--- src/rtl/core/srp_pkg.sv ---
// Shared types, sizes and codes of the shortest-request slot pool.
package srp_pkg;

	localparam int SLOTS       = 8;
	localparam int MAX_OPS     = 8;
	localparam int OP_WIDTH    = 16;
	localparam int QUEUE_DEPTH = 2;

	localparam int IN_W     = 16;
	localparam int OUT_OP_W = 16;
	localparam int SUM_W    = 19;
	localparam int IDX_W    = 3;
	localparam int OCNT_W   = 4;
	localparam int TDATA_W  = 48;

	localparam int SLOT_W  = (SLOTS > 1) ? $clog2(SLOTS) : 1;
	localparam int CNT_W   = $clog2(MAX_OPS + 1);
	localparam int ADDR_W  = (SLOTS * MAX_OPS > 1) ? $clog2(SLOTS * MAX_OPS) : 1;
	localparam int QPTR_W  = (QUEUE_DEPTH > 1) ? $clog2(QUEUE_DEPTH) : 1;
	localparam int QCNT_W  = $clog2(QUEUE_DEPTH + 1);
	localparam int EXT_W   = (OP_WIDTH > SUM_W) ? OP_WIDTH : SUM_W;

	typedef logic signed [OP_WIDTH-1:0] op_t;

	typedef enum logic {
		CMD_PRODUCE = 1'b0,
		CMD_CONSUME = 1'b1
	} cmd_kind_t;

	typedef struct packed {
		cmd_kind_t kind;
		logic      last;
		op_t       value;
	} cmd_t;

	typedef enum logic [1:0] {
		STATUS_OK   = 2'd0,
		STATUS_FULL = 2'd1,
		STATUS_NONE = 2'd2,
		STATUS_OVER = 2'd3
	} status_t;

	typedef enum logic [1:0] {
		SLOT_FREE    = 2'd0,
		SLOT_FILLING = 2'd1,
		SLOT_READY   = 2'd2
	} slot_state_t;

	typedef enum logic [1:0] {
		MODE_IDLE = 2'd0,
		MODE_FILL = 2'd1,
		MODE_DROP = 2'd2
	} fill_mode_t;

	typedef enum logic [1:0] {
		BK_IDLE   = 2'd0,
		BK_SEARCH = 2'd1,
		BK_PICK   = 2'd2,
		BK_EMIT   = 2'd3
	} back_state_t;

endpackage

--- src/rtl/core/shortest_request_slot_pool_core.sv ---
// Flow: a produce beat passes the command queue and then the pool engine, which registers
// its one result beat. A consume beat passes the queue, then the shortest-request scan over
// every slot, then the start of the operand read; its n result beats follow (a single beat
// from the pick step when nothing is ready). A new produce is taken every cycle while no
// consume is in progress and the output does not stall; consumes are bound by the scan and
// the single store read port. Reset is asynchronous.
module shortest_request_slot_pool_core
	import srp_pkg::*;
(
	input  logic               clk,
	input  logic               arst_n,
	// Input channel.
	input  logic               s_tvalid,
	output logic               s_tready,
	input  logic [IN_W-1:0]    s_tdata,   // [15:0] operand_value
	input  logic               s_tuser,   // [0] action: 0 produce, 1 consume
	input  logic               s_tlast,   // request_last
	// Result channel.
	output logic               m_tvalid,
	input  logic               m_tready,
	output logic [TDATA_W-1:0] m_tdata,   // [2:0] slot_index, [18:3] operand_out,
	                                      // [22:19] operand_count, [41:23] sum_out,
	                                      // [47:42] zero
	output logic [1:0]         m_tuser,   // [1:0] status
	output logic               m_tlast    // last_result
);

	// The front end classifies each beat and holds it in a short queue, so that the input
	// side can take beats while the engine scans or reads out, until the queue is full.
	// Reset frees every slot and empties the queue.
	logic cmd_valid;
	logic cmd_pop;
	cmd_t cmd;

	srp_front u_front (
		.clk       (clk),
		.arst_n    (arst_n),
		.s_tvalid  (s_tvalid),
		.s_tready  (s_tready),
		.s_tdata   (s_tdata),
		.s_tuser   (s_tuser),
		.s_tlast   (s_tlast),
		.cmd_valid (cmd_valid),
		.cmd_pop   (cmd_pop),
		.cmd       (cmd)
	);

	// The back end owns all slot state and the operand store. Its result
	// register decouples it from a stalled output side.
	srp_back u_back (
		.clk       (clk),
		.arst_n    (arst_n),
		.cmd_valid (cmd_valid),
		.cmd_pop   (cmd_pop),
		.cmd       (cmd),
		.m_tvalid  (m_tvalid),
		.m_tready  (m_tready),
		.m_tdata   (m_tdata),
		.m_tuser   (m_tuser),
		.m_tlast   (m_tlast)
	);

endmodule

--- src/rtl/core/srp_front.sv ---
// Input side: accepts beats, sorts them into produce and consume commands and queues them.
module srp_front
	import srp_pkg::*;
(
	input  logic            clk,
	input  logic            arst_n,
	input  logic            s_tvalid,
	output logic            s_tready,
	input  logic [IN_W-1:0] s_tdata,   // operand_value
	input  logic            s_tuser,   // action
	input  logic            s_tlast,   // request_last
	output logic            cmd_valid,
	input  logic            cmd_pop,
	output cmd_t            cmd
);

	cmd_t              queue_q [QUEUE_DEPTH];
	logic [QPTR_W-1:0] wr_ptr_q;
	logic [QPTR_W-1:0] rd_ptr_q;
	logic [QCNT_W-1:0] count_q;
	logic              push;
	logic              pop;
	cmd_t              incoming;

	assign s_tready  = (count_q != QCNT_W'(QUEUE_DEPTH));
	assign cmd_valid = (count_q != '0);
	assign cmd       = queue_q[rd_ptr_q];
	assign push      = s_tvalid && s_tready;
	assign pop       = cmd_pop && cmd_valid;

	// The operand is brought to the pool's storage width here, sign preserved.
	always_comb begin
		incoming.kind  = s_tuser ? CMD_CONSUME : CMD_PRODUCE;
		incoming.last  = s_tlast;
		incoming.value = OP_WIDTH'($signed(s_tdata));
	end

	always_ff @(posedge clk) begin
		if (push) begin
			queue_q[wr_ptr_q] <= incoming;
		end
	end

	always_ff @(posedge clk or negedge arst_n) begin
		if (!arst_n) begin
			wr_ptr_q <= '0;
			rd_ptr_q <= '0;
			count_q  <= '0;
		end else begin
			if (push) begin
				wr_ptr_q <= (wr_ptr_q == QPTR_W'(QUEUE_DEPTH - 1)) ? '0 : wr_ptr_q + 1'b1;
			end
			if (pop) begin
				rd_ptr_q <= (rd_ptr_q == QPTR_W'(QUEUE_DEPTH - 1)) ? '0 : rd_ptr_q + 1'b1;
			end
			if (push && !pop) begin
				count_q <= count_q + 1'b1;
			end else if (pop && !push) begin
				count_q <= count_q - 1'b1;
			end
		end
	end

endmodule

--- src/rtl/core/srp_back.sv ---
// Pool engine: slot bookkeeping, operand store, shortest-request search and result register.
module srp_back
	import srp_pkg::*;
(
	input  logic               clk,
	input  logic               arst_n,
	input  logic               cmd_valid,
	output logic               cmd_pop,
	input  cmd_t               cmd,
	output logic               m_tvalid,
	input  logic               m_tready,
	output logic [TDATA_W-1:0] m_tdata,
	output logic [1:0]         m_tuser,
	output logic               m_tlast
);

	// Operand store.
	op_t               mem [SLOTS * MAX_OPS];
	op_t               rdata_q;
	logic              wr_en;
	logic [ADDR_W-1:0] wr_addr;
	logic              rd_en;
	logic [ADDR_W-1:0] rd_addr;

	// Control state.
	back_state_t       state_q, state_d;
	fill_mode_t        mode_q, mode_d;
	logic [SLOT_W-1:0] fill_slot_q, fill_slot_d;
	logic [CNT_W-1:0]  fill_pos_q, fill_pos_d;
	slot_state_t       slot_state_q [SLOTS];
	slot_state_t       slot_state_d [SLOTS];
	logic [CNT_W-1:0]  slot_cnt_q [SLOTS];
	logic [CNT_W-1:0]  slot_cnt_d [SLOTS];
	logic [SLOT_W-1:0] scan_q, scan_d;
	logic              found_q, found_d;
	logic [CNT_W-1:0]  best_q, best_d;
	logic [SLOT_W-1:0] pick_q, pick_d;
	logic [CNT_W-1:0]  rd_pos_q, rd_pos_d;
	logic signed [SUM_W-1:0] acc_q, acc_d;

	// Result register.
	logic                       out_valid_q, out_valid_d;
	status_t                    out_status_q, out_status_d;
	logic [IDX_W-1:0]           out_slot_q, out_slot_d;
	logic signed [OUT_OP_W-1:0] out_op_q, out_op_d;
	logic [OCNT_W-1:0]          out_cnt_q, out_cnt_d;
	logic signed [SUM_W-1:0]    out_sum_q, out_sum_d;
	logic                       out_last_q, out_last_d;

	logic                    out_free;
	logic                    any_free;
	logic [SLOT_W-1:0]       free_idx;
	logic                    new_req;
	logic [SLOT_W-1:0]       eff_slot;
	logic [CNT_W-1:0]        eff_pos;
	logic [CNT_W-1:0]        pick_cnt;
	logic signed [EXT_W-1:0] rd_ext;
	logic signed [SUM_W-1:0] sum_next;

	assign out_free = !out_valid_q || m_tready;

	assign m_tvalid = out_valid_q;
	assign m_tuser  = out_status_q;
	assign m_tlast  = out_last_q;
	assign m_tdata  = {(TDATA_W - SUM_W - OCNT_W - OUT_OP_W - IDX_W)'(0),
		out_sum_q, out_cnt_q, out_op_q, out_slot_q};

	// Lowest free slot.
	always_comb begin
		any_free = 1'b0;
		free_idx = '0;
		for (int i = SLOTS - 1; i >= 0; i--) begin
			if (slot_state_q[i] == SLOT_FREE) begin
				any_free = 1'b1;
				free_idx = SLOT_W'(i);
			end
		end
	end

	assign new_req  = (mode_q != MODE_FILL);
	assign eff_slot = new_req ? free_idx : fill_slot_q;
	assign eff_pos  = new_req ? '0 : fill_pos_q;
	assign pick_cnt = slot_cnt_q[pick_q];
	assign rd_ext   = EXT_W'(rdata_q);
	assign sum_next = acc_q + rd_ext[SUM_W-1:0];

	always_comb begin
		state_d      = state_q;
		mode_d       = mode_q;
		fill_slot_d  = fill_slot_q;
		fill_pos_d   = fill_pos_q;
		slot_state_d = slot_state_q;
		slot_cnt_d   = slot_cnt_q;
		scan_d       = scan_q;
		found_d      = found_q;
		best_d       = best_q;
		pick_d       = pick_q;
		rd_pos_d     = rd_pos_q;
		acc_d        = acc_q;
		out_valid_d  = out_valid_q && !m_tready;
		out_status_d = out_status_q;
		out_slot_d   = out_slot_q;
		out_op_d     = out_op_q;
		out_cnt_d    = out_cnt_q;
		out_sum_d    = out_sum_q;
		out_last_d   = out_last_q;
		cmd_pop      = 1'b0;
		wr_en        = 1'b0;
		wr_addr      = ADDR_W'(eff_slot) * ADDR_W'(MAX_OPS) + ADDR_W'(eff_pos);
		rd_en        = 1'b0;
		rd_addr      = ADDR_W'(pick_q) * ADDR_W'(MAX_OPS) + ADDR_W'(rd_pos_q);

		unique case (state_q)
			BK_IDLE: begin
				if (cmd_valid && cmd.kind == CMD_CONSUME) begin
					cmd_pop  = 1'b1;
					scan_d   = '0;
					found_d  = 1'b0;
					best_d   = '0;
					pick_d   = '0;
					state_d  = BK_SEARCH;
				end else if (cmd_valid && out_free) begin
					cmd_pop      = 1'b1;
					out_valid_d  = 1'b1;
					out_op_d     = '0;
					out_sum_d    = '0;
					out_last_d   = 1'b1;
					if (mode_q == MODE_DROP || (new_req && !any_free)) begin
						out_status_d = STATUS_FULL;
						out_slot_d   = '0;
						out_cnt_d    = '0;
						mode_d       = cmd.last ? MODE_IDLE : MODE_DROP;
					end else begin
						out_slot_d = IDX_W'(eff_slot);
						fill_slot_d = eff_slot;
						if (eff_pos < CNT_W'(MAX_OPS)) begin
							wr_en                  = 1'b1;
							fill_pos_d             = eff_pos + 1'b1;
							slot_cnt_d[eff_slot]   = eff_pos + 1'b1;
							out_status_d           = STATUS_OK;
							out_cnt_d              = OCNT_W'(eff_pos + 1'b1);
						end else begin
							fill_pos_d   = eff_pos;
							out_status_d = STATUS_OVER;
							out_cnt_d    = OCNT_W'(eff_pos);
						end
						if (cmd.last) begin
							slot_state_d[eff_slot] = SLOT_READY;
							mode_d                 = MODE_IDLE;
							fill_pos_d             = '0;
						end else begin
							slot_state_d[eff_slot] = SLOT_FILLING;
							mode_d                 = MODE_FILL;
						end
					end
				end
			end
			BK_SEARCH: begin
				if (slot_state_q[scan_q] == SLOT_READY &&
					(!found_q || slot_cnt_q[scan_q] < best_q)) begin
					found_d = 1'b1;
					best_d  = slot_cnt_q[scan_q];
					pick_d  = scan_q;
				end
				if (scan_q == SLOT_W'(SLOTS - 1)) begin
					state_d = BK_PICK;
				end else begin
					scan_d = scan_q + 1'b1;
				end
			end
			BK_PICK: begin
				if (!found_q || pick_cnt == '0) begin
					if (out_free) begin
						out_valid_d  = 1'b1;
						out_status_d = found_q ? STATUS_OK : STATUS_NONE;
						out_slot_d   = found_q ? IDX_W'(pick_q) : '0;
						out_op_d     = '0;
						out_cnt_d    = '0;
						out_sum_d    = '0;
						out_last_d   = 1'b1;
						if (found_q) begin
							slot_state_d[pick_q] = SLOT_FREE;
						end
						state_d = BK_IDLE;
					end
				end else begin
					// Start the read of the first operand; data is registered.
					rd_en    = 1'b1;
					rd_addr  = ADDR_W'(pick_q) * ADDR_W'(MAX_OPS);
					rd_pos_d = '0;
					acc_d    = '0;
					state_d  = BK_EMIT;
				end
			end
			BK_EMIT: begin
				if (out_free) begin
					out_valid_d  = 1'b1;
					out_status_d = STATUS_OK;
					out_slot_d   = IDX_W'(pick_q);
					out_op_d     = rd_ext[OUT_OP_W-1:0];
					out_cnt_d    = OCNT_W'(pick_cnt);
					acc_d        = sum_next;
					if ((rd_pos_q + 1'b1) == pick_cnt) begin
						out_sum_d            = sum_next;
						out_last_d           = 1'b1;
						slot_state_d[pick_q] = SLOT_FREE;
						slot_cnt_d[pick_q]   = '0;
						state_d              = BK_IDLE;
					end else begin
						out_sum_d  = '0;
						out_last_d = 1'b0;
						rd_en      = 1'b1;
						rd_addr    = ADDR_W'(pick_q) * ADDR_W'(MAX_OPS)
							+ ADDR_W'(rd_pos_q + 1'b1);
						rd_pos_d   = rd_pos_q + 1'b1;
					end
				end
			end
			default: begin
				state_d = BK_IDLE;
			end
		endcase
	end

	always_ff @(posedge clk) begin
		if (wr_en) begin
			mem[wr_addr] <= cmd.value;
		end
		if (rd_en) begin
			rdata_q <= mem[rd_addr];
		end
	end

	always_ff @(posedge clk or negedge arst_n) begin
		if (!arst_n) begin
			state_q     <= BK_IDLE;
			mode_q      <= MODE_IDLE;
			fill_slot_q <= '0;
			fill_pos_q  <= '0;
			for (int i = 0; i < SLOTS; i++) begin
				slot_state_q[i] <= SLOT_FREE;
				slot_cnt_q[i]   <= '0;
			end
			scan_q      <= '0;
			found_q     <= 1'b0;
			best_q      <= '0;
			pick_q      <= '0;
			rd_pos_q    <= '0;
			acc_q       <= '0;
			out_valid_q <= 1'b0;
		end else begin
			state_q      <= state_d;
			mode_q       <= mode_d;
			fill_slot_q  <= fill_slot_d;
			fill_pos_q   <= fill_pos_d;
			slot_state_q <= slot_state_d;
			slot_cnt_q   <= slot_cnt_d;
			scan_q       <= scan_d;
			found_q      <= found_d;
			best_q       <= best_d;
			pick_q       <= pick_d;
			rd_pos_q     <= rd_pos_d;
			acc_q        <= acc_d;
			out_valid_q  <= out_valid_d;
		end
	end

	always_ff @(posedge clk) begin
		out_status_q <= out_status_d;
		out_slot_q   <= out_slot_d;
		out_op_q     <= out_op_d;
		out_cnt_q    <= out_cnt_d;
		out_sum_q    <= out_sum_d;
		out_last_q   <= out_last_d;
	end

endmodule
--- config.mk ---
export PLATFORM = sky130hd
export DESIGN_NAME = shortest_request_slot_pool_core
export DESIGN_NICKNAME = d
export VERILOG_FILES = /design/src/rtl/core/srp_pkg.sv /design/src/rtl/core/shortest_request_slot_pool_core.sv /design/src/rtl/core/srp_front.sv /design/src/rtl/core/srp_back.sv
export SDC_FILE = /design/constraint.sdc
export NUM_CORES = 2
export LEC_CHECK = 0
export ABC_AREA = 1
export BUFFER_PORTS_ARGS = -buffer_cell sky130_fd_sc_hd__buf_2
export CORE_ASPECT_RATIO = 1.75
export CORE_MARGIN = 2
export CORE_UTILIZATION = 39
export DETAILED_ROUTE_END_ITERATION = 10
export PLACE_DENSITY = 0.6
export SLEW_MARGIN = 40
export SYNTH_ARGS = -nofsm -noshare
export SYNTH_HDL_FRONTEND = slang
export SYNTH_SLANG_ARGS = --single-unit
--- constraint.sdc ---
create_clock -name clk -period 4.1 [get_ports clk]
set_input_delay 0.615 -clock clk [delete_from_list [all_inputs] [get_ports clk]]
set_output_delay 0.615 -clock clk [all_outputs]
set_load 0.01 [all_outputs]
# Word level (Yosys, flattened, before mapping)

Memory sizes are Yosys's and may differ from the RTL's. A register that Yosys moved wholly into a read port is not among the register bits.
Index checks and enable logic that the tools add are counted.

Logic and storage cells: 300
Memories kept: 2
Bits in writable memories: 1060
Output and inout port bits: 53
Register bits: 143
Input port bits: 22

Bitwise logic cells: 15
Equal/unequal tests: 25
$add $sub $neg: 12
Multiplexer cells: 156
Reductions and logical operators: 47
$lt $le $gt $ge: 7

Memory list:

| name            | depth | bits a word | read ports | clocked after memory_dff | wr ports | RTL line        | RTL |
|---|---|---|---|---|---|---|---|
| u_back.mem      | 64    | 16          | 1          | 1                        | 1        | srp_back.sv:18  | `op_t mem [SLOTS * MAX_OPS];` |
| u_front.queue_q | 2     | 18          | 1          | 0                        | 1        | srp_front.sv:17 | `cmd_t queue_q [QUEUE_DEPTH];` |

Operators with widths:

| cell                                          | count |
|---|---|
| 2-to-1 mux 16 bit                             | 14 |
| 2-to-1 mux 32 bit                             | 6 |
| 2-to-1 mux 19 bit                             | 8 |
| one-hot mux 16 bit (3 select lines)           | 2 |
| 2-to-1 mux 4 bit                              | 20 |
| one-hot mux 32 bit (2 select lines)           | 1 |
| 2-to-1 mux 3 bit                              | 19 |
| one-hot mux 19 bit (3 select lines)           | 1 |
| 2-to-1 mux 2 bit                              | 21 |
| 2-to-1 mux 1 bit                              | 39 |
| one-hot mux 19 bit (2 select lines)           | 1 |
| bitwise AND 32 bit                            | 1 |
| bitwise mux 32 bit                            | 1 |
| NOT 32 bit                                    | 1 |
| binary-select mux 4 bit (select 3 bit)        | 2 |
| demux 4 bit (select 3 bit)                    | 2 |
| != test 2 x 1 -> 1 bit, second input constant | 11 |
| adder 19 bit                                  | 1 |
| logical NOT 2 bit                             | 9 |
| 2-to-1 mux 6 bit                              | 3 |
| bitwise AND 16 bit                            | 1 |
| bitwise AND 8 bit                             | 2 |
| NOT 16 bit                                    | 1 |
| NOT 8 bit                                     | 2 |
| 44 further kinds                              | 93 |

# Logic depth before layout (Yosys ltp)

Depth after elaboration: 22
Depth in mapped cells: 24
Gate-level depth less buffers: 20

# By module

A second synthesis with hierarchy kept.

Cell total of the unflattened synthesis: 5380
Area, all modules: 55360.6 µm²

By module, submodules not included:

| module    | area an instance (µm²) | sequential area each (µm²) | cells an instance | times used |
|---|---|---|---|---|
| srp_back  | 53794.1                | 34933.5                    | 5258              | 1 |
| srp_front | 1566.5                 | 1181.1                     | 122               | 1 |

# Least setup slack after synthesis

OpenSTA, ideal clock, no wires.

Path type: input to register
Start point: input m_tready
End point: memory u_back.mem[12][0] (netlist name), enable pin
Required time: 3712 ps
Stages on the path: 10
Slack: 797 ps
Buffers on the path: 0
Library setup time: 388 ps
Data arrival time: 2914 ps
Path through: nor2_1 > nor2_1 > inv_1 > nor2_1 > inv_1 > nor2_1 > inv_1 > nor3_1 > nand4_1 > nor2_1

Word-level cells in the longest chain between the ends: 7

Ends and longest elaborated chain:

| element                                | RTL line                              | RTL |
|---|---|---|
| start, declared                        | shortest_request_slot_pool_core.sv:20 | `input logic m_tready,` |
| logical OR 1 bit                       | srp_back.sv:60                        | `assign out_free = !out_valid_q \|\| m_tready;` |
| logical AND 1 bit                      | srp_back.sv:122                       | `end else if (cmd_valid && out_free) begin` |
| 2-to-1 mux 1 bit                       | srp_back.sv:122                       |  |
| 2-to-1 mux 1 bit                       | srp_back.sv:115                       | `if (cmd_valid && cmd.kind == CMD_CONSUME) begin` |
| 2-to-1 mux 1 bit                       | srp_back.sv:113                       | `unique case (state_q)` |
| 2-to-1 mux 1 bit                       | srp_back.sv:226                       | `if (wr_en) begin` |
| 2-to-1 mux 1 bit (implied by the code) | srp_back.sv:227                       | `mem[wr_addr] <= cmd.value;` |
| end, declared                          | srp_back.sv:18                        |  |

No other way between the ends.

# Worst setup path in the final report

Start point: register u_back.pick_q[0]
End point: register u_back.rdata_q[0], read port of u_back.mem, data pin

Word-level cells in the longest chain between the ends: 8
Elaborated cells between the ends (all ways): 17
Those cells by class: add/sub: 2; eq/ne: 1; mux: 11; bitwise: 1; reduce/logical: 2

Ends and longest elaborated chain:

| element                                                                                         | RTL line                         | RTL |
|---|---|---|
| start, declared                                                                                 | srp_back.sv:37                   | `logic [SLOT_W-1:0] pick_q, pick_d;` |
| start signal, assigned                                                                          | srp_back.sv:261                  | `pick_q <= pick_d;` |
| NOT 3 -> 4 bit (implied by the code)                                                            | srp_back.sv:83                   | `assign pick_cnt = slot_cnt_q[pick_q];` |
| binary-select mux 4 bit (select 3 bit)                                                          | srp_back.sv:83                   |  |
| 2-to-1 mux 4 bit (implied by the code) (2 in series)                                            | srp_back.sv:83                   |  |
| equality test 4 bit / logical NOT 4 bit (equally long branches)                                 | srp_back.sv:203, srp_back.sv:172 |  |
| 2-to-1 mux 6 bit (tied with other cells)                                                        | srp_back.sv:203                  | `if ((rd_pos_q + 1'b1) == pick_cnt) begin` |
| 2-to-1 mux 6 bit (tied with other cells)                                                        | srp_back.sv:196                  | `if (out_free) begin` |
| one-hot mux 6 bit (2 select lines) / one-hot mux 1 bit (2 select lines) (equally long branches) | srp_back.sv:113                  |  |
| end, declared                                                                                   | srp_back.sv:19                   | `op_t rdata_q;` |

Several ways; a longest one is shown, not always the timed one. The select of a mux whose other input is x is not followed.
A chain may end at the register's enable or synchronous reset.

==> results.md <==
- Outcome: completed
- Setup violators final: 0
- RSZ-0062 raised after global routing: false
- Most common cell after layout, fill and taps aside: nand3_1
- Final ANT Viol Nets: 0
- IO Pins: 75
- Wire per inst: 23.28 µm
- Maximum buffer depth of the clock tree: 3
- CTS Sinks: 1219
- Worst min-delay path category: input port to flop
- FFs w/ async S/R, synth: 8.039%
- Height of the die: 501.9 µm
- Pleak: 24.47 nW
- Final core utilization: 44.60%
- Slew HR: 42.87%
- Hold Path Cell Cnt: 1
- Via-to-Cell Ratio: 5.419
- DRC: 0
- Initial antenna violation count: 2
- Die area: 144800 µm²
- Synthesized cell area: 55240 µm²
- CP cell instances: buf_4, nand2_1, nand3_1, nand2_1, o21ai_0, nand2_1, nor2_1, nand2_2, buf_4, nand3_4, buf_12, buf_12, nand3_1, nand3_1, nand3_1, nand3_1, nand3_1, nand3_1, buf_4, nand2_1
- CP Buf/Inv Count: 5
- CTS tree: done
- Hold Violations, Final: 0
- Vias: 38.89k
- Power Total: 0.05171 W
- Crit path kind: flop to flop
- FF-to-FF setup slack: 0.14 ns
- Setup TNS: 0 ns
- First-pass GRT wire length: 245800 µm
- Post-Synthesis Cells: 5103
- Vias in the first global route: 38.36k
- Grt total ovfl: 0
- Max cap viols: 0
- Worst Hold Slack: 0.07704 ns
- Final period utilization: 96.53%
- I/O Buffers: 68
- WP data required: 4.58 ns
- Max Slew Vio Count: 0
- Nets@finish: 5300
- CTS Buf Count: 107
- Critical path peak fanout: 60
- Hold path startpoint: s_tdata[11]
- Synth Warn #: 0
- DP Wirelength: 108000 µm
- Unique cell type count in the Yosys netlist: 49
- Worst Skew: 0.03307 ns
- H-tree depth: 3
- Top sig layer: met4
- Worst R2R Path Depth: 20
- Slowest cell on the critical path: dfrtp_1
- Minimum clock period: 3.958 ns
- Starting DRT DRC Count: 3460
- First-pass DRT Iterations: 6
- Top cells by area, synth: edfxtp_1, nand3_1, nand2_1
- Met2 wire length: 84860 µm
- Yosys top cell by area: edfxtp_1
- Root Driver: clkbuf_16
- Worst EP arrival: 4.44 ns
- CP Launch Type: flop
- Placer Congestion: 0.9450
- CP dominant cell by count: nand3_1
- Crit. End Element: flop
- Num rows: 182
- Worst skew pair latency: 0.75 ns
- Synth Register Bits: 1219
- Reg-to-Reg End: u_back.rdata_q[0]
- Pwr per Cell Area: 825.3 nW/µm²
- Layout cells sized above 1: 10.61%
- Yosys top cell area share: 60.94%
- Most frequent cells in the layout: nand3_1, edfxtp_1, nand2_1
- Slowest stage delay, CP: 0.39 ns
- Tot GR Track Use: 22.90%
- Fmax: 252.7 MHz
- Average cell area after synthesis: 10.83 µm²
- Pin count of the biggest net entering global routing: 75
- Worst vdd ir: 0.5669 mV
- Metal-1 WL: 60140 µm
- Hold worst-path end: u_front.queue_q[1][11]
- WL met3: 9850 µm
- Top FF cell, synth: edfxtp_1
- Die Width: 288.5 µm
- Clock transition at path regs: 0.07 ns
- CORE AREA: 140500 µm²
- Critical path's top delay family: simple AND/OR/NAND/NOR gates
- Post-synthesis sequential area ratio: 65.38%
- Count of flip-flops with a built-in enable after synthesis: 1121
- Crit Reg-Reg Startpoint: u_back.pick_q[0]
- Final design area excluding fillers: 62660 µm²
- Area post-placement: 59090 µm²
- Area grow syn2layout: 13.43%
- Initial Util: 39.32%
- Drt total wl: 167100 µm
- Worst-margin pin slew: 0.8570 ns
-- registers in the layout, summed over array words and instances (netlist names), 2 cells and up, named ones only --
signal              cells
u_back.mem           1024
u_front.queue_q        36
u_back.slot_cnt_q      32
u_back.acc_q           19
u_back.out_sum_q       19
u_back.out_op_q        16
u_back.rdata_q         16
u_back.best_q           4
u_back.fill_pos_q       4
u_back.out_cnt_q        4
u_back.rd_pos_q         4
u_back.fill_slot_q      3
u_back.out_slot_q       3
u_back.pick_q           3
u_back.scan_q           3
u_back.m_tuser          2
u_back.mode_q           2
u_back.state_q          2
u_front.count_q         2
-- power breakdown --
group / leakage [nW] / total, W / internal [W] / switching (W)
clock network: 1.68 / 0.0102 / 0.00550 / 0.00473
logic: 11.4 / 0.0249 / 0.00717 / 0.0177
registers: 11.4 / 0.0166 / 0.0161 / 0.000537
-- layout make-up --
cell class              instances  area [µm²]
flip-flops and latches       1219       36120
inverters                     699        2639
multi-input cells            2875       15060
clock inverters                69       664.4
well taps                    1840        2302
fillers                     12960       77840
diodes                          1       2.502
repair buffers                342        3050
clock buffers                 133        2825
-- cell usage after synthesis, types with 22 or more instances --
cell type	count
o21ai_0	107
nand3_1	1145
ha_1	32
a21oi_1	46
nor2_1	164
edfxtp_1	1121
mux2_2	22
inv_1	690
buf_4	28
buf_2	207
nand3b_1	366
clkbuf_1	66
o32ai_1	46
dfrtp_1	98
nand2_1	821
-- through the flow --
stage / setup WS (ns) / instances
final: 0.1422 / 7178
after global routing: 0.01250 / 7178
after floorplan: 0.7975 / 5108
after CTS: 0.04489 / 7173
after global placement: 0.09760 / 6968
after detailed placement: 0.07048 / 6970
-- repair_timing --
action                                  CTS  global route
buffers inserted                          0             4
resized for setup                         0            10
hold buffers                              1             0
endpoints found under the setup margin    0            14
hold endpoints to repair                 38             0
-- logic make-up (layout without fill, tap and decap cells) --
group,after synthesis,in the layout,synth area share [%]
other,1,7,0.006789
AND/OR/NAND/NOR,2518,2518,22.31
XOR/XNOR,25,25,0.3964
buffers and inverters,1014,1243,7.590
flip-flops,1219,1219,65.38
multiplexers,24,24,0.4847
AO/OA/AOI/OAI,268,268,3.042
adder cells (fa/ha/maj),34,34,0.7973
-- how the worst max path moves through the flow --
stage / startpoint / endpoint / slack (ns) / cells after the start
6_report: u_back.pick_q[0] / u_back.rdata_q[0] / 0.14 / 20
5_1_grt: u_back.pick_q[0] / u_back.rdata_q[8] / 0.01 / 22
4_1_cts: u_back.pick_q[0] / u_back.rdata_q[0] / 0.04 / 19
3_5_place_dp: u_back.pick_q[0] / u_back.rdata_q[0] / 0.07 / 19
3_3_place_gp: u_back.rd_pos_q[0] / u_back.rdata_q[15] / 0.1 / 19
2_1_floorplan: m_tready / u_back.mem[12][0] / 0.80 / 10
-- layer usage --
layer,vias up,GRT usage (%)
li1,17870,-
met1,19110,25.65
met2,1500,40.54
met3,414,2.985
met4,0,14.97
met5,-,0
No activity file was read; power rests on OpenSTA's default activity.
